`config.mk`:
```
export PLATFORM = sky130hd
export DESIGN_NAME = sprite_frame_animator
export DESIGN_NICKNAME = d
export VERILOG_FILES = /design/src/hw/rtl/sfa_pkg.sv /design/src/hw/rtl/sfa_step.sv /design/src/hw/rtl/sprite_frame_animator.sv
export SDC_FILE = /design/constraint.sdc
export NUM_CORES = 1
export LEC_CHECK = 0
export ABC_AREA = 1
export BUFFER_PORTS_ARGS = -buffer_cell sky130_fd_sc_hd__buf_2
export CORE_MARGIN = 2
export CORE_UTILIZATION = 50
export CTS_CLUSTER_DIAMETER = 100
export CTS_CLUSTER_SIZE = 8
export DETAILED_ROUTE_END_ITERATION = 12
export PLACE_DENSITY = 0.68
export RECOVER_POWER = 25
export SYNTH_ARGS = -nofsm -noshare
export SYNTH_HDL_FRONTEND = slang
export SYNTH_SLANG_ARGS = --single-unit
```
`constraint.sdc`:
```
create_clock -name clk -period 5.5 [get_ports clk]
set_input_delay 0.275 -clock clk [delete_from_list [all_inputs] [get_ports clk]]
set_output_delay 0.275 -clock clk [all_outputs]
set_load 0.01 [all_outputs]
```
`src/hw/rtl/sfa_pkg.sv`:
```
// shared types and constants for the sprite frame animator
`default_nettype none

package sfa_pkg;

  localparam int FRAME_W  = 8;
  localparam int FCOUNT_W = 9;
  localparam int DELAY_W  = 16;
  localparam int MODE_W   = 3;
  localparam int CFG_IDX_W  = 3;
  localparam int CFG_DATA_W = 16;

  // largest frame count the sprite can hold
  localparam int MAX_FRAMES = 256;

  // register indexes on the write port
  localparam logic [CFG_IDX_W-1:0] REG_START_FRAME = 3'd0;
  localparam logic [CFG_IDX_W-1:0] REG_END_FRAME   = 3'd1;
  localparam logic [CFG_IDX_W-1:0] REG_ANIM_MODE   = 3'd2;
  localparam logic [CFG_IDX_W-1:0] REG_STEP_DELAY  = 3'd3;
  localparam logic [CFG_IDX_W-1:0] REG_FRAME_COUNT = 3'd4;

  // animation modes, two's complement, sign is direction
  localparam logic [MODE_W-1:0] MODE_NONE     = 3'b000;
  localparam logic [MODE_W-1:0] MODE_ONCE_UP  = 3'b001;
  localparam logic [MODE_W-1:0] MODE_PING_UP  = 3'b010;
  localparam logic [MODE_W-1:0] MODE_WRAP_UP  = 3'b011;
  localparam logic [MODE_W-1:0] MODE_WRAP_DN  = 3'b101;
  localparam logic [MODE_W-1:0] MODE_PING_DN  = 3'b110;
  localparam logic [MODE_W-1:0] MODE_ONCE_DN  = 3'b111;

  localparam logic REQ_TICK  = 1'b0;
  localparam logic REQ_START = 1'b1;

  typedef struct packed {
    logic [FRAME_W-1:0]  start_frame;
    logic [FRAME_W-1:0]  end_frame;
    logic [MODE_W-1:0]   anim_mode;
    logic [DELAY_W-1:0]  step_delay;
    logic [FCOUNT_W-1:0] frame_count;
  } cfg_t;

  typedef struct packed {
    logic [FRAME_W-1:0] frame;
    logic               animating;
    logic               finished;
  } res_t;

endpackage

`default_nettype wire

```
`src/hw/rtl/sfa_step.sv`:
```
// next-state logic for one tick or start request
`default_nettype none

module sfa_step #(
  parameter int DELAY_BITS = 16
) (
  input  sfa_pkg::cfg_t           cfg,
  input  logic                    req_type,
  input  logic                    visible,
  input  logic [7:0]              frame_index,
  input  logic [DELAY_BITS-1:0]   tick_count,
  input  logic                    heading_forward,
  input  logic                    running,
  output logic [7:0]              frame_index_next,
  output logic [DELAY_BITS-1:0]   tick_count_next,
  output logic                    heading_forward_next,
  output logic                    running_next,
  output sfa_pkg::res_t           res
);
  import sfa_pkg::*;

  localparam int CMP_W = (DELAY_BITS > DELAY_W) ? DELAY_BITS : DELAY_W;

  logic signed [9:0] f_cur;
  logic signed [9:0] f_up;
  logic signed [9:0] f_dn;
  logic signed [9:0] lo;
  logic signed [9:0] hi;
  logic signed [9:0] cand;
  logic              do_set;
  logic              cand_ok;
  logic              mode_pos;
  logic              mode_neg;
  logic [DELAY_BITS-1:0] tick_inc;
  logic              step;
  logic              keep;
  logic              fin;

  assign f_cur = $signed({2'b00, frame_index});
  assign f_up  = f_cur + 10'sd1;
  assign f_dn  = f_cur - 10'sd1;
  assign lo    = $signed({2'b00, cfg.start_frame});
  assign hi    = $signed({2'b00, cfg.end_frame});

  assign mode_pos = (cfg.anim_mode != MODE_NONE) && !cfg.anim_mode[MODE_W-1];
  assign mode_neg = cfg.anim_mode[MODE_W-1];

  // frame setter: only in range of the sprite and the frame limit
  assign cand_ok = !cand[9] && (cand[8:0] < cfg.frame_count)
                   && (32'(cand[8:0]) < 32'(MAX_FRAMES));

  assign tick_inc = tick_count + DELAY_BITS'(1);
  assign step = (cfg.step_delay == '0)
                || (CMP_W'(tick_inc) >= CMP_W'(cfg.step_delay));

  always_comb begin
    cand                 = f_cur;
    do_set               = 1'b0;
    fin                  = 1'b0;
    keep                 = 1'b1;
    tick_count_next      = tick_count;
    heading_forward_next = heading_forward;
    running_next         = running;

    if (req_type == REQ_START) begin
      tick_count_next      = '0;
      heading_forward_next = mode_pos;
      if (mode_pos) begin
        cand   = lo;
        do_set = 1'b1;
      end else if (mode_neg) begin
        cand   = hi;
        do_set = 1'b1;
      end
      running_next = (cfg.anim_mode != MODE_NONE) && (cfg.end_frame >= cfg.start_frame);
    end else if (visible && running) begin
      tick_count_next = tick_inc;
      if (cfg.step_delay == '0) begin
        keep            = 1'b0;
        tick_count_next = '0;
      end
      if (step) begin
        case (cfg.anim_mode)
          MODE_ONCE_UP: begin
            if (f_up <= hi) begin
              cand   = f_up;
              do_set = 1'b1;
            end else begin
              fin = 1'b1;
            end
          end
          MODE_ONCE_DN: begin
            if (f_dn >= lo) begin
              cand   = f_dn;
              do_set = 1'b1;
            end else begin
              fin = 1'b1;
            end
          end
          MODE_PING_UP, MODE_PING_DN: begin
            if (heading_forward) begin
              if (f_up <= hi) begin
                cand   = f_up;
                do_set = 1'b1;
              end else begin
                // turn at the top, step back if above frame zero
                heading_forward_next = 1'b0;
                cand   = f_dn;
                do_set = (frame_index != '0);
              end
            end else begin
              if (f_dn >= lo) begin
                cand   = f_dn;
                do_set = 1'b1;
              end else begin
                heading_forward_next = 1'b1;
                cand   = f_up;
                do_set = 1'b1;
              end
            end
          end
          MODE_WRAP_UP: begin
            cand   = (f_up <= hi) ? f_up : lo;
            do_set = 1'b1;
          end
          MODE_WRAP_DN: begin
            cand   = (f_dn >= lo) ? f_dn : hi;
            do_set = 1'b1;
          end
          default: begin
            // no mode or an unused mode code: back to frame zero and stop
            keep   = 1'b0;
            cand   = '0;
            do_set = 1'b1;
          end
        endcase
        if (fin) keep = 1'b0;
        tick_count_next = '0;
      end
      if (!keep) running_next = 1'b0;
    end
  end

  assign frame_index_next = (do_set && cand_ok) ? cand[7:0] : frame_index;

  assign res = {frame_index_next, running_next, fin};

endmodule

`default_nettype wire

```
`src/hw/rtl/sprite_frame_animator.sv`:
```
// sprite frame animator: request register, step logic, result register
// an accepted request is held in the request register, its result in the result register that drives the outputs
// throughput: one request per cycle while res_ready does not stall it, set by the single step stage
// a result waiting on res_ready stalls the step stage, the request register
// keeps taking requests until both are full
// reset: frame 0, counter 0, not animating, valid flags cleared, frame_count 1
`default_nettype none

module sprite_frame_animator #(
  parameter int DELAY_BITS = 16
) (
  input  logic                              clk,
  input  logic                              rst,
  input  logic                              cfg_we,
  input  logic [sfa_pkg::CFG_IDX_W-1:0]     cfg_index,
  input  logic [sfa_pkg::CFG_DATA_W-1:0]    cfg_data,
  input  logic                              req_valid,
  output logic                              req_ready,
  input  logic                              req_type,
  input  logic                              visible,
  output logic                              res_valid,
  input  logic                              res_ready,
  output logic [sfa_pkg::FRAME_W-1:0]       frame,
  output logic                              animating,
  output logic                              finished
);
  import sfa_pkg::*;

  cfg_t cfg;

  logic                  s1_valid;
  logic                  s1_type;
  logic                  s1_visible;
  logic                  s2_adv;

  logic [FRAME_W-1:0]    frame_index;
  logic [DELAY_BITS-1:0] tick_count;
  logic                  heading_forward;
  logic                  running;

  logic [FRAME_W-1:0]    frame_index_next;
  logic [DELAY_BITS-1:0] tick_count_next;
  logic                  heading_forward_next;
  logic                  running_next;
  res_t                  res_next;
  res_t                  res;

  always_ff @(posedge clk) begin
    if (rst) begin
      cfg.start_frame <= '0;
      cfg.end_frame   <= '0;
      cfg.anim_mode   <= MODE_NONE;
      cfg.step_delay  <= '0;
      cfg.frame_count <= FCOUNT_W'(1);
    end else if (cfg_we) begin
      case (cfg_index)
        REG_START_FRAME: cfg.start_frame <= cfg_data[FRAME_W-1:0];
        REG_END_FRAME:   cfg.end_frame   <= cfg_data[FRAME_W-1:0];
        REG_ANIM_MODE:   cfg.anim_mode   <= cfg_data[MODE_W-1:0];
        REG_STEP_DELAY:  cfg.step_delay  <= cfg_data[DELAY_W-1:0];
        REG_FRAME_COUNT: cfg.frame_count <= cfg_data[FCOUNT_W-1:0];
        default: ;
      endcase
    end
  end

  assign s2_adv    = !res_valid || res_ready;
  assign req_ready = !s1_valid || s2_adv;

  // request register
  always_ff @(posedge clk) begin
    if (rst) begin
      s1_valid <= 1'b0;
    end else if (req_ready) begin
      s1_valid <= req_valid;
    end
  end

  always_ff @(posedge clk) begin
    if (req_ready && req_valid) begin
      s1_type    <= req_type;
      s1_visible <= visible;
    end
  end

  sfa_step #(
    .DELAY_BITS (DELAY_BITS)
  ) u_step (
    .cfg                  (cfg),
    .req_type             (s1_type),
    .visible              (s1_visible),
    .frame_index          (frame_index),
    .tick_count           (tick_count),
    .heading_forward      (heading_forward),
    .running              (running),
    .frame_index_next     (frame_index_next),
    .tick_count_next      (tick_count_next),
    .heading_forward_next (heading_forward_next),
    .running_next         (running_next),
    .res                  (res_next)
  );

  // animation state and result register
  always_ff @(posedge clk) begin
    if (rst) begin
      frame_index     <= '0;
      tick_count      <= '0;
      heading_forward <= 1'b0;
      running         <= 1'b0;
      res_valid       <= 1'b0;
    end else if (s2_adv) begin
      res_valid <= s1_valid;
      if (s1_valid) begin
        frame_index     <= frame_index_next;
        tick_count      <= tick_count_next;
        heading_forward <= heading_forward_next;
        running         <= running_next;
      end
    end
  end

  always_ff @(posedge clk) begin
    if (s2_adv && s1_valid) begin
      res <= res_next;
    end
  end

  assign frame     = res.frame;
  assign animating = res.animating;
  assign finished  = res.finished;

endmodule

`default_nettype wire
```
; ---- Word-level counts from Yosys, hierarchy flattened
; Cells that the tools add are included.
[totals]
word_cells = 118
output_inout_bits = 12
inputBits = 26
ff_bits = 84
[op_classes]
n_mux = 48
addsub = 3
eq_ne = 10
n_bitwise = 2
n_lt_le_gt_ge = 6
reduce_logical = 33
[op_table]
columns = operator, count
row1 = $mux 10, 11
row2 = $mux 16, 4
row3 = $pmux 10 s5, 1
row4 = $mux 1, 28
row5 = $add 16x1->16 const B, 1
row6 = $ge 16x16->1, 1
row7 = $logic_not 16->1, 1
row8 = $mux 8, 2
row9 = $eq 3x2->1 const B, 4
row10 = $eq 3x3->1 const B, 4
row11 = $reduce_and 2->1, 6
row12 = $ge 10x9->1, 1
row13 = $le 10x9->1, 1
row14 = $add 8x1->9 const B, 1
row15 = $lt 9x9->1, 1
row16 = $lt 9x9->1 const B, 1
row17 = $sub 8x1->9 const B, 1
row18 = $ge 8x8->1, 1
row19 = $logic_and 1x1->1, 8
row20 = $reduce_bool 8->1, 1
row21 = $eq 3x1->1 const B, 2
row22 = $reduce_bool 2->1, 3
row23 = $reduce_or 6->1, 1
row24 = $reduce_and 5->1, 1
row25 = 10 further kinds, 16

; ---- Depth between registers and ports, before layout
; Gate-level depths: netlist (run 1).
[depth]
word_depth = 14
ltp_mapped = 38
mapped_depth_nobuf = 35

; ---- By module
; Synthesis (run 1) repeated with hierarchy kept, for this count alone.
[hier_totals]
cells_unflattened = 1088
area_unflattened_um2 = 6890.4
[modules_own_cells]
columns = module, area_each_um2, n_inst, seq_area_each_um2, cells_each
row1 = sfa_step, 3568.4, 1, 0.0, 658
row2 = sprite_frame_animator, 3321.9, 1, 1801.7, 430

; ---- Least setup slack after synthesis (run 1)
; No wires, ideal clock.
[synth_path]
path_kind = register to register
start = reg tick_count[0]
end = reg res, in the netlist frame[0], data pin
t_arrival_ps = 4312
required_ps = 5247
period_less_slack_ps = 4566
path_buffers = 0
setup_slack_ps = 934
path_stages_with_launch = 32
setup_time_ps = 253
path_cell_list = dfxtp_1 ha_1 nand3_1 nor3b_1 nand3_1 nor2_1 nand2_1 nor3_1 nand3_1 xnor2_1 ha_1 nand2_1 inv_1 nand3_1 nor3_2 nand3_1 nand4_2 nand2_2 nor2_4 nand2_1 a21oi_2 ha_1 a21oi_1 nor2_1 a211oi_1 o21ai_0 nand3_1 nand3_2 nor2_8 nand2_8 nand2_2 nand2_1
[synth_via]
elab_chain_cells = 11
word_cells_on_any_way = 16
classes_between = 1 x add/sub / 3 x order compare / 7 x mux / 5 x reduce/logical
[synth_rtl]
columns = item, line_no
row1 = from (decl), sprite_frame_animator.sv:37  ; logic [DELAY_BITS-1:0] tick_count;
row2 = from (signal assigned), sprite_frame_animator.sv:115  ; tick_count <= tick_count_next;
row3 = $add 16x1->16 *, sfa_step.sv:52  ; assign tick_inc = tick_count + DELAY_BITS'(1);
row4 = $ge 16x16->1 *, sfa_step.sv:54  ; || (CMP_W'(tick_inc) >= CMP_W'(cfg.step_delay));
row5 = $logic_or 1x1->1 *, sfa_step.sv:54
row6 = $mux 10, sfa_step.sv:82  ; if (step) begin
row7 = $mux 10, sfa_step.sv:76  ; end else if (visible && running) begin
row8 = $mux 10, sfa_step.sv:65  ; if (req_type == REQ_START) begin
row9 = $lt 9x9->1 / $logic_not 1->1 (equally long branches), sfa_step.sv:49  ; assign cand_ok = !cand[9] && (cand[8:0] < cfg.frame_count)
row10 = $logic_and 1x1->1, sfa_step.sv:49
row11 = $logic_and 1x1->1, sfa_step.sv:50  ; && (32'(cand[8:0]) < 32'(MAX_FRAMES));
row12 = $logic_and 1x1->1, sfa_step.sv:144  ; assign frame_index_next = (do_set && cand_ok) ? cand[7:0] : frame_index;
row13 = $mux 8 *, sfa_step.sv:144
row14 = via frame_index_next[0], sprite_frame_animator.sv:41  ; logic [FRAME_W-1:0] frame_index_next;
row15 = to (signal assigned), sprite_frame_animator.sv:124  ; res <= res_next;
row16 = to (decl), sprite_frame_animator.sv:46  ; res_t res;
; The timed path passes the listed nets; every way through them passes the cells marked *.
; A chain may end at the register's enable or synchronous reset.

; ---- Final worst setup path (run 1)
[layout_path]
start = reg tick_count[2]
end = reg res, in the netlist frame[7], data pin
; Same word-level chain as after synthesis.

==> flow_metrics.env, run 1 <==
export IMPL_status="complete, no violations"
export IMPL_wl_per_cell_um=16.2
export IMPL_grt_max_degree=46
export IMPL_crit_path_frequent_cell="nand3_1"
export IMPL_crit_path_start_kind="register"
export IMPL_syn_area_mm2=0.00628
export IMPL_layout_nets=1020
export IMPL_synth_flop_cell="dfxtp_1"
export IMPL_synth_compound_area_share_pct=16.2
export IMPL_via_per_inst=5.46
export IMPL_placementRows=40
export IMPL_synth_top_area_share_pct=23.0
export IMPL_die_area_mm2=0.0135
export IMPL_synthCells=911
export IMPL_finalSetupViolations=0
export IMPL_synth_xor_area_share_pct=3.21
export IMPL_place_gp_congestion=0.973
export IMPL_clk_latency_ns=0.35
export IMPL_synth_simple_area_share_pct=30.9
export IMPL_hold_violations=0
export IMPL_die_w_um=116
export IMPL_grt_remaining_overflow=0
export IMPL_async_flop_share_pct=0
export IMPL_start_util_pct=51.8
export IMPL_cp_startpoint="tick_count[2]$_SDFFE_PP0P_"
export IMPL_grt_usage_pct=28.4
export IMPL_power_density_mw_per_mm2=271
export IMPL_synth_largest_area_cell="dfxtp_1"
export IMPL_crit_type="register to register"
export IMPL_die_h_um=116
export IMPL_crit_required_ns=5.60
export IMPL_cts_tree="yes"
export IMPL_crit_arrival_ns=5.17
export IMPL_ir_worst_vdd_mv=0.135
export IMPL_synthAdderAreaFrac_pct=10.4
export IMPL_worstMarginPinSlew_ns=1.12
export IMPL_fmax_mhz=197
export IMPL_path_buf_inv=1
export IMPL_drcViolationCount=0
export IMPL_cts_hold_buf=0
export IMPL_drtPass1Iterations=5
export IMPL_power_leakage_nw=3.19
export IMPL_place_port_buffers=37
export IMPL_wl_um=18100
export IMPL_synth_seq_cells=84
export IMPL_post_route_period_util_pct=92.1
export IMPL_pre_cts_ws_ns=0.357
export IMPL_core_area_mm2=0.0121
export IMPL_synth_top_family_by_area="simple AND/OR/NAND/NOR gates"
export IMPL_power_mw=1.88
export IMPL_ctsLongestPathBuffers=2
export IMPL_syn_num_nets=989
export IMPL_grt_pass1_wl_um=29500
export IMPL_crit_slowest_cell="dfxtp_1"
export IMPL_reg2reg_from="tick_count[2]$_SDFFE_PP0P_"
export IMPL_antennaDiodeCount=0
export IMPL_ys_top_cells_by_area="dfxtp_1 23%, nand2_1 13%, ha_1 10%"
export IMPL_vias=6093
export IMPL_io_pins=38
export IMPL_synth_edff_count=12
export IMPL_holdPathEnd="s1_visible$_DFFE_PP_"
export IMPL_synth_mux_area_share_pct=0
export IMPL_fin_util_pct=57.3
export IMPL_r2r_cells=30
export IMPL_crit_fanout=9
export IMPL_drv_cap=0
export IMPL_cp_end_kind="register"
export IMPL_cts_buffers=9
export IMPL_max_stage_delay_ns=0.41
export IMPL_ant_nets=0
export IMPL_synth_cell_types=45
export IMPL_yosys_warnings=0
export IMPL_grt_pass1_vias=5688
export IMPL_h_tree_depth=3
export IMPL_antenna_found_initial=0
export IMPL_drive_gt1_share_pct=13.5
export IMPL_r2r_end="frame[7]$_DFFE_PP_"
export IMPL_min_period_ns=5.06
export IMPL_clkSinkCount=84
export IMPL_maxSlewViolCount=0
export IMPL_ys_seq_area_share_pct=28.7
export IMPL_clockRootBuffer="clkbuf_16"
export IMPL_fin_skew_ns=0.00887
export IMPL_hold_class="input pin to register"
export IMPL_r2r_slack_ns=0.44
export IMPL_hold_depth=1
export IMPL_place_hpwl_um=13700
export IMPL_max_slew_margin_pct=25.3
export IMPL_clk_transition_reported_paths_ns=0.06
export IMPL_drt_iter0_markers=437
export IMPL_syn_avg_cell_area_um2=6.89
export IMPL_cpLargestDelayFamily="simple AND/OR/NAND/NOR gates"
export IMPL_hold_start="visible"
export IMPL_setup_ws_ns=0.435
export IMPL_area_growth_pct=10.5
## stage by stage
| stage | cell area (um^2) | cells | setup TNS (ns) | hold WS (ns) |
|---|---|---|---|---|
| after global routing | 6940 | 1115 | -0.457 | 0.102 |
| after global placement | 6570 | 1096 | 0 | 0.453 |
| final | 6940 | 1115 | 0 | 0.101 |
| after detailed placement | 6570 | 1096 | 0 | 0.462 |
| after floorplan | 6280 | 911 | 0 | 0.374 |
| after CTS | 6890 | 1112 | 0 | 0.0980 |
## worst max-delay path by stage
stage	end	slack, ns	cells after the start
2_1_floorplan	frame[0]$_DFFE_PP_	0.93	31
3_5_place_dp	frame[7]$_DFFE_PP_	0.36	31
3_3_place_gp	frame[6]$_DFFE_PP_	0.51	31
6_report	frame[7]$_DFFE_PP_	0.44	30
4_1_cts	frame[7]$_DFFE_PP_	0.33	31
5_1_grt	frame_index[4]$_SDFFE_PP0P_	-0.05	32
## layer usage
layer	vias to the layer above	GRT usage (%)	wire length (um)
met4	0	13.0	706
met3	51	6.22	1330
met1	2740	37.1	8060
met5	-	0	0
met2	232	45.1	7990
li1	3070	-	-
## synthesized netlist by cell type (4+ instances only)
cell type,instances
nor2_1,44
nand2_1,222
buf_2,5
a21oi_1,97
nand3_1,82
edfxtp_1,12
clkbuf_1,16
inv_2,7
inv_1,107
ha_1,52
nand4_1,7
a21oi_2,7
nor3_1,4
o21ai_0,67
buf_4,5
nor2_2,6
xor2_1,19
buf_6,8
a31oi_1,7
nor4_1,5
nand3_2,8
dfxtp_1,72
xnor2_1,4
nand2_2,16
## power by group
part / internal [mW] / switching, mW
clock: 0.398 / 0.247
combinational: 0.190 / 0.372
sequential: 0.647 / 0.0248
## registers in the layout, indices dropped and copies added (netlist names)
signal,flops
finished,1
heading_forward,1
frame,8
s1_visible,1
s1_type,1
cfg,44
s1_valid,1
res_valid,1
frame_index,8
animating,1
tick_count,16
running,1
## cell usage in the layout (no fill, tap or decap), types with 2 or more instances in the layout
master	n
o21bai_1	2
bufinv_16	2
clkbuf_1	13
buf_4	18
inv_2	7
o2111ai_1	2
xor2_1	19
a211oi_1	2
nand2_4	2
buf_2	27
nor2_1	43
o21ai_0	67
a31oi_1	7
nand4_1	7
nand3_4	3
nand2_1	222
a21oi_1	97
nor4_1	5
nor3_2	4
dfxtp_1	71
inv_4	2
ha_1	52
clkinvlp_4	2
nor2_4	3
xnor2_1	4
nand3_1	81
clkbuf_16	9
nand2_2	15
inv_1	107
a21oi_2	7
nand3_2	9
nand4_2	3
edfxtp_1	12
nand2_8	2
nor2_2	7
## cells by family after synthesis
group                    count (synthesis)
flip-flops                              84
AND/OR/NAND/NOR                        410
adder cells (fa/ha/maj)                 52
AO/OA/AOI/OAI                          189
buffers and inverters                  153
XOR/XNOR                                23
## final cells by class
class / count / area, um^2
fillers: 1241 / 5170
clock inverters: 4 / 75.1
clock buffers: 12 / 236
flip-flops and latches: 84 / 1800
multi-input cells: 675 / 3860
repair buffers: 55 / 308
well taps: 168 / 210
inverters: 117 / 449
## repair_timing
| action | 4_1_cts | 5_1_grt |
|---|---|---|
| endpoints found under the hold margin | 0 | 0 |
| setup buffers | 0 | 2 |
| resized for setup | 0 | 9 |
| setup endpoints to repair | 0 | 16 |
Power figures use the tool's default switching activity.
==> run 2: changes to the inputs <==
- GPL_ROUTABILITY_DRIVEN: not set -> 0
- REMOVE_ABC_BUFFERS: not set -> 1
==> run 2 against run 1 <==
Effect of this change: sequential cell count is the same; via count shrank 1.8%; wire length shrank 4.6%; largest cell class unchanged; critical endpoint is now frame[5]$_DFFE_PP_.
==> flow_metrics.env, run 2 (synthesized netlist as in run 1, its figures left out) <==
export IMPL_drive_gt1_share_pct=12.6
export IMPL_layout_nets=1013
export IMPL_swShare_pct=34.3
export IMPL_drv_cap=0
export IMPL_r2r_slack_ns=0.52
export IMPL_drt_iter0_markers=485
export IMPL_cp_end_kind="register"
export IMPL_die_h_um=116
export IMPL_crit_arrival_ns=5.08
export IMPL_crit_fanout=18
export IMPL_grt_usage_pct=26.9
export IMPL_antennaDiodeCount=0
export IMPL_antenna_found_initial=0
export IMPL_p_sw_mw=0.643
export IMPL_power_clock_fraction_pct=34.8
export IMPL_top_register="cfg"
export IMPL_grt_max_degree=46
export IMPL_grt_pass1_wl_um=27800
export IMPL_drtPass1Iterations=6
export IMPL_start_util_pct=51.8
export IMPL_max_stage_delay_ns=0.36
export IMPL_via_per_inst=5.40
export IMPL_cts_buffers=9
export IMPL_rsz0062_at_grt="no"
export IMPL_placementRows=40
export IMPL_hold_depth=1
export IMPL_dpl_cell_area_mm2=0.00654
export IMPL_maxSlewViolCount=0
export IMPL_ant_nets=0
export IMPL_area_growth_pct=9.24
export IMPL_post_route_cell_area_mm2=0.00686
export IMPL_ctsLongestPathBuffers=2
export IMPL_clk_transition_reported_paths_ns=0.06
export IMPL_cp_startpoint="frame_index[1]$_SDFFE_PP0P_"
export IMPL_fmax_mhz=201
export IMPL_tns_ns=0
export IMPL_min_period_ns=4.98
export IMPL_finalSetupViolations=0
export IMPL_cts_hold_buf=0
export IMPL_holdPathEnd="s1_visible$_DFFE_PP_"
export IMPL_ir_worst_vdd_mv=0.151
export IMPL_clk_latency_ns=0.34
export IMPL_io_pins=38
export IMPL_clkSinkCount=84
export IMPL_wl_per_cell_um=15.6
export IMPL_hold_start="visible"
export IMPL_power_share_combinational_pct=29.4
export IMPL_internal_power_mw=1.23
export IMPL_vias=5982
export IMPL_wl_um=17300
export IMPL_postCtsSetupBuffers=0
export IMPL_power_leakage_nw=3.14
export IMPL_fin_skew_ns=0.00499
export IMPL_hold_violations=0
export IMPL_grt_remaining_overflow=0
export IMPL_place_port_buffers=37
export IMPL_reg2reg_from="frame_index[1]$_SDFFE_PP0P_"
export IMPL_h_tree_depth=3
export IMPL_post_route_period_util_pct=90.6
export IMPL_clockRootBuffer="clkbuf_16"
export IMPL_largest_reg_flops=44
export IMPL_cts_tree="yes"
export IMPL_worstMarginPinSlew_ns=1.07
export IMPL_final_common_cell="nand2_1"
export IMPL_r2r_end="frame[5]$_DFFE_PP_"
export IMPL_power_mw=1.87
export IMPL_grt_pass1_vias=5361
export IMPL_reg_top3="cfg (44), tick_count (16)"
export IMPL_sequentialPowerShare_pct=35.8
export IMPL_status="complete, no violations"
export IMPL_final_cell_mix="222 x nand2_1, 107 x inv_1, 97 x a21oi_1"
export IMPL_core_area_mm2=0.0121
export IMPL_drcViolationCount=0
export IMPL_fillers=1224
export IMPL_die_area_mm2=0.0135
export IMPL_max_slew_margin_pct=28.3
export IMPL_hold_class="input pin to register"
export IMPL_place_hpwl_um=12900
export IMPL_die_w_um=116
export IMPL_crit_path_frequent_cell="nand2_1"
export IMPL_crit_required_ns=5.60
export IMPL_cts_resized=0
export IMPL_crit_slowest_cell="dfxtp_1"
export IMPL_crit_path_start_kind="register"
export IMPL_crit_type="register to register"
export IMPL_power_density_mw_per_mm2=273
export IMPL_r2r_cells=34
[run 2: critical path, delay by kind of cell (launching register included)]
| kind | cells | cell delay [ns] |
|---|---|---|
| AO/OA/AOI/OAI | 3 | 0.35 |
| XOR/XNOR | 1 | 0.33 |
| adder cells (fa/ha/maj) | 3 | 0.89 |
| buffers and inverters | 3 | 0.56 |
| flip-flops | 1 | 0.36 |
| AND/OR/NAND/NOR | 24 | 2.23 |
[run 2: cell type report]
cell class,instances,area (um^2),area share (%)
multi-input combinational,675,3830,55.8
sequential,84,1800,26.3
inverter,117,449,6.55
timing repair buffer,48,254,3.70
clock buffer,10,229,3.34
tap,168,210,3.06
clock inverter,6,87.6,1.28
[run 2: worst max path at each step]
stage	end	slack [ns]	cells past startpoint
detailed placement	frame[5]$_DFFE_PP_	0.37	31
global route	frame[5]$_DFFE_PP_	0.04	31
CTS	frame[5]$_DFFE_PP_	0.34	31
floorplan	frame_index[0]$_SDFFE_PP0P_	0.92	30
finish	frame[5]$_DFFE_PP_	0.52	34
global placement	frame[6]$_DFFE_PP_	0.56	31
[run 2: routing by layer]
layer  global-route usage (%)  share of wire, %  wire (um)
met1                     36.4                46       7850
met2                     42.9                45       7730
met3                     4.97               7.1       1230
met4                     10.3               2.6        448
met5                        0                 0          0
[run 2: power groups by stage]
stage | Clock, mW | Sequential [mW] | Combinational [mW]
after floorplan | 0 | 0.682 | 0.377
after global placement | 0 | 0.684 | 0.535
after detailed placement | 0 | 0.684 | 0.538
after CTS | 0.656 | 0.671 | 0.541
after global routing | 0.680 | 0.674 | 0.617
final | 0.652 | 0.672 | 0.551
[run 2: per-stage QoR]
step	util [%]	instances	hold WS, ns	setup WS, ns
global route	56.6	1108	0.0952	0.0375
detailed placement	54.0	1091	0.459	0.367
finish	56.6	1108	0.102	0.518
CTS	56.6	1107	0.0989	0.339
floorplan	-	875	0.344	0.916
global placement	54.0	1091	0.455	0.562
==> run 3: changes to the inputs <==
- PLACE_DENSITY: 0.68 -> 0.67
- SYNTH_HIERARCHICAL: not set -> 1
==> run 3 against run 2 <==
Effect of this change: total power is 6.0% higher; synthesized cell count rose by 19%; register-to-register slack hardly changed; critical path type unchanged; clock skew up 0.0036 ns.
==> flow_metrics.env, run 3 <==
export IMPL_synthMostInstantiatedCell="nand2_1"
export IMPL_async_flop_share_pct=0
export IMPL_place_port_buffers=37
export IMPL_crit_path_start_kind="register"
export IMPL_hold_class="input pin to register"
export IMPL_path_buf_inv=4
export IMPL_wl_per_cell_um=14.9
export IMPL_ys_top_cells_by_area="dfxtp_1 21%, nand2_1 16%, nor2_1 9.8%"
export IMPL_cts_tree="yes"
export IMPL_grt_remaining_overflow=0
export IMPL_wl_um=19100
export IMPL_grt_pass1_vias=6222
export IMPL_ant_nets=0
export IMPL_reg2reg_from="tick_count[2]$_SDFFE_PP0P_"
export IMPL_drt_iter0_markers=528
export IMPL_synth_top_area_share_pct=20.9
export IMPL_start_util_pct=51.6
export IMPL_r2r_end="frame_index[6]$_SDFFE_PP0P_"
export IMPL_drtPass1Iterations=6
export IMPL_yosys_warnings=6
export IMPL_worstMarginPinSlew_ns=1.14
export IMPL_fmax_mhz=201
export IMPL_final_common_cell="nand2_1"
export IMPL_reg_top3="cfg (44), tick_count (16)"
export IMPL_ctsLongestPathBuffers=2
export IMPL_power_clock_fraction_pct=33.1
export IMPL_synth_simple_area_share_pct=41.0
export IMPL_cts_buffers=9
export IMPL_area_growth_pct=8.12
export IMPL_drive_gt1_share_pct=10.5
export IMPL_dpl_cell_area_mm2=0.00707
export IMPL_cts_hold_buf=0
export IMPL_grt_usage_pct=26.8
export IMPL_swShare_pct=35.9
export IMPL_synth_seq_cells=84
export IMPL_core_area_mm2=0.0133
export IMPL_die_area_mm2=0.0147
export IMPL_cp_end_kind="register"
export IMPL_clkSinkCount=84
export IMPL_synth_compound_area_share_pct=8.66
export IMPL_die_h_um=121
export IMPL_ys_seq_area_share_pct=26.1
export IMPL_seq_area_mm2=0.00181
export IMPL_synth_xor_area_share_pct=3.30
export IMPL_synth_cell_types=40
export IMPL_r2r_cells=32
export IMPL_fillers=1391
export IMPL_finalSetupViolations=0
export IMPL_vias=6860
export IMPL_crit_fanout=13
export IMPL_die_w_um=121
export IMPL_io_pins=38
export IMPL_crit_slowest_cell="dfxtp_1"
export IMPL_largest_reg_flops=44
export IMPL_crit_arrival_ns=5.22
export IMPL_power_density_mw_per_mm2=267
export IMPL_drv_cap=0
export IMPL_via_per_inst=5.36
export IMPL_cpLargestDelayFamily="simple AND/OR/NAND/NOR gates"
export IMPL_multi_input_area_mm2=0.00435
export IMPL_synth_top_family_by_area="simple AND/OR/NAND/NOR gates"
export IMPL_ir_worst_vdd_mv=0.183
export IMPL_whs_ns=0.109
export IMPL_antennaDiodeCount=0
export IMPL_synthTopCellsByCount="286 x nand2_1, 179 x nor2_1, 120 x inv_1"
export IMPL_place_hpwl_um=14000
export IMPL_synth_mux_area_share_pct=0
export IMPL_hold_depth=1
export IMPL_fin_skew_ns=0.00856
export IMPL_synthCells=1088
export IMPL_hold_start="visible"
export IMPL_synth_edff_count=12
export IMPL_max_stage_delay_ns=0.40
export IMPL_h_tree_depth=3
export IMPL_clk_transition_reported_paths_ns=0.07
export IMPL_maxSlewViolCount=0
export IMPL_syn_avg_cell_area_um2=6.33
export IMPL_crit_required_ns=5.74
export IMPL_antenna_found_initial=0
export IMPL_drcViolationCount=0
export IMPL_power_leakage_nw=3.47
export IMPL_clk_latency_ns=0.34
export IMPL_hold_violations=0
export IMPL_holdPathEnd="s1_visible$_DFFE_PP_"
export IMPL_post_route_period_util_pct=90.5
export IMPL_crit_type="register to register"
export IMPL_min_period_ns=4.98
export IMPL_layout_nets=1178
export IMPL_synthAdderAreaFrac_pct=9.44
export IMPL_status="complete, no violations"
export IMPL_final_cell_mix="285 x nand2_1, 176 x nor2_1, 120 x inv_1"
export IMPL_r2r_slack_ns=0.52
export IMPL_power_mw=1.99
export IMPL_syn_area_mm2=0.00689
export IMPL_sequentialPowerShare_pct=35.3
export IMPL_top_register="cfg"
export IMPL_synth_largest_area_cell="dfxtp_1"
export IMPL_p_sw_mw=0.712
export IMPL_internal_power_mw=1.27
export IMPL_placementRows=42
export IMPL_max_slew_margin_pct=23.4
export IMPL_grt_max_degree=71
export IMPL_post_route_cell_area_mm2=0.00745
export IMPL_synth_flop_cell="dfxtp_1"
export IMPL_power_share_combinational_pct=31.6
export IMPL_tns_ns=0
export IMPL_grt_pass1_wl_um=31400
export IMPL_clockRootBuffer="clkbuf_16"
[run 3: cell types whose count changed after synthesis, moves of 7 or more]
cell	change
nor2_1	+135
a21oi_1	-47
o21ai_1	+12
nor3_1	+7
o21ai_0	-50
nand3b_1	+28
nand2_2	-7
nand3_1	+21
inv_1	+13
nand2_1	+64
buf_4	+9
[run 3: final cells by class]
cell class	instances	share of cell area, %
Multi-Input combinational cell	828	58.4
Timing Repair Buffer	49	3.66
Tap cell	176	2.96
Inverter	128	6.50
Sequential cell	84	24.2
Clock inverter	6	1.21
Clock buffer	10	3.07
[run 3: worst max-delay path by stage]
stage / start / end / depth (start not counted)
6_report: tick_count[2]$_SDFFE_PP0P_ / frame_index[6]$_SDFFE_PP0P_ / 32
3_5_place_dp: tick_count[0]$_SDFFE_PP0P_ / frame_index[6]$_SDFFE_PP0P_ / 35
2_1_floorplan: tick_count[0]$_SDFFE_PP0P_ / frame_index[6]$_SDFFE_PP0P_ / 35
3_3_place_gp: tick_count[0]$_SDFFE_PP0P_ / frame_index[6]$_SDFFE_PP0P_ / 35
5_1_grt: tick_count[1]$_SDFFE_PP0P_ / frame_index[0]$_SDFFE_PP0P_ / 35
4_1_cts: tick_count[0]$_SDFFE_PP0P_ / frame_index[6]$_SDFFE_PP0P_ / 35
[run 3: power by group through the flow]
stage	logic [mW]	clock network [mW]	registers [mW]
after detailed placement	0.604	0	0.714
after global routing	0.713	0.693	0.706
after global placement	0.599	0	0.714
final	0.627	0.657	0.702
after CTS	0.606	0.670	0.701
after floorplan	0.442	0	0.703
[run 3: through the flow]
stage | utilization (%) | worst slack [ns] | instances
2_1_floorplan | - | 0.707 | 1040
3_3_place_gp | 53.0 | 0.453 | 1263
3_5_place_dp | 53.0 | 0.236 | 1263
4_1_cts | 55.3 | 0.204 | 1279
5_1_grt | 55.8 | -0.0420 | 1281
6_report | 55.8 | 0.520 | 1281
[run 3: kinds of logic after synthesis]
family                   Yosys count
AO/OA/AOI/OAI                    105
XOR/XNOR                          26
adder cells (fa/ha/maj)           52
buffers and inverters            176
flip-flops                        84
AND/OR/NAND/NOR                  645
[run 3: metal layers]
| metal | share of wire (%) | track usage, % | up-vias |
|---|---|---|---|
| met5 | 0 | 0 | - |
| met4 | 3.3 | 10.1 | 0 |
| met3 | 6.2 | 4.65 | 48 |
| met2 | 45 | 43.3 | 253 |
| met1 | 45 | 35.6 | 3073 |
| li1 | - | - | 3486 |
[run 3: what timing repair did]
item	CTS	global route
buffers inserted	0	2
resized for setup	0	13
endpoints found under the setup margin	0	16
[run 3: worst register-to-register path, delay by kind of cell, from the launching register on]
kind	cells	cell delay [ns]
xor gates and xnor gates	1	0.21
DFF	1	0.40
AOI/OAI and AO/OA	6	0.84
and+or+nand+nor	19	2.45
adders and majority gates	2	0.55
buffers and inverters	4	0.42
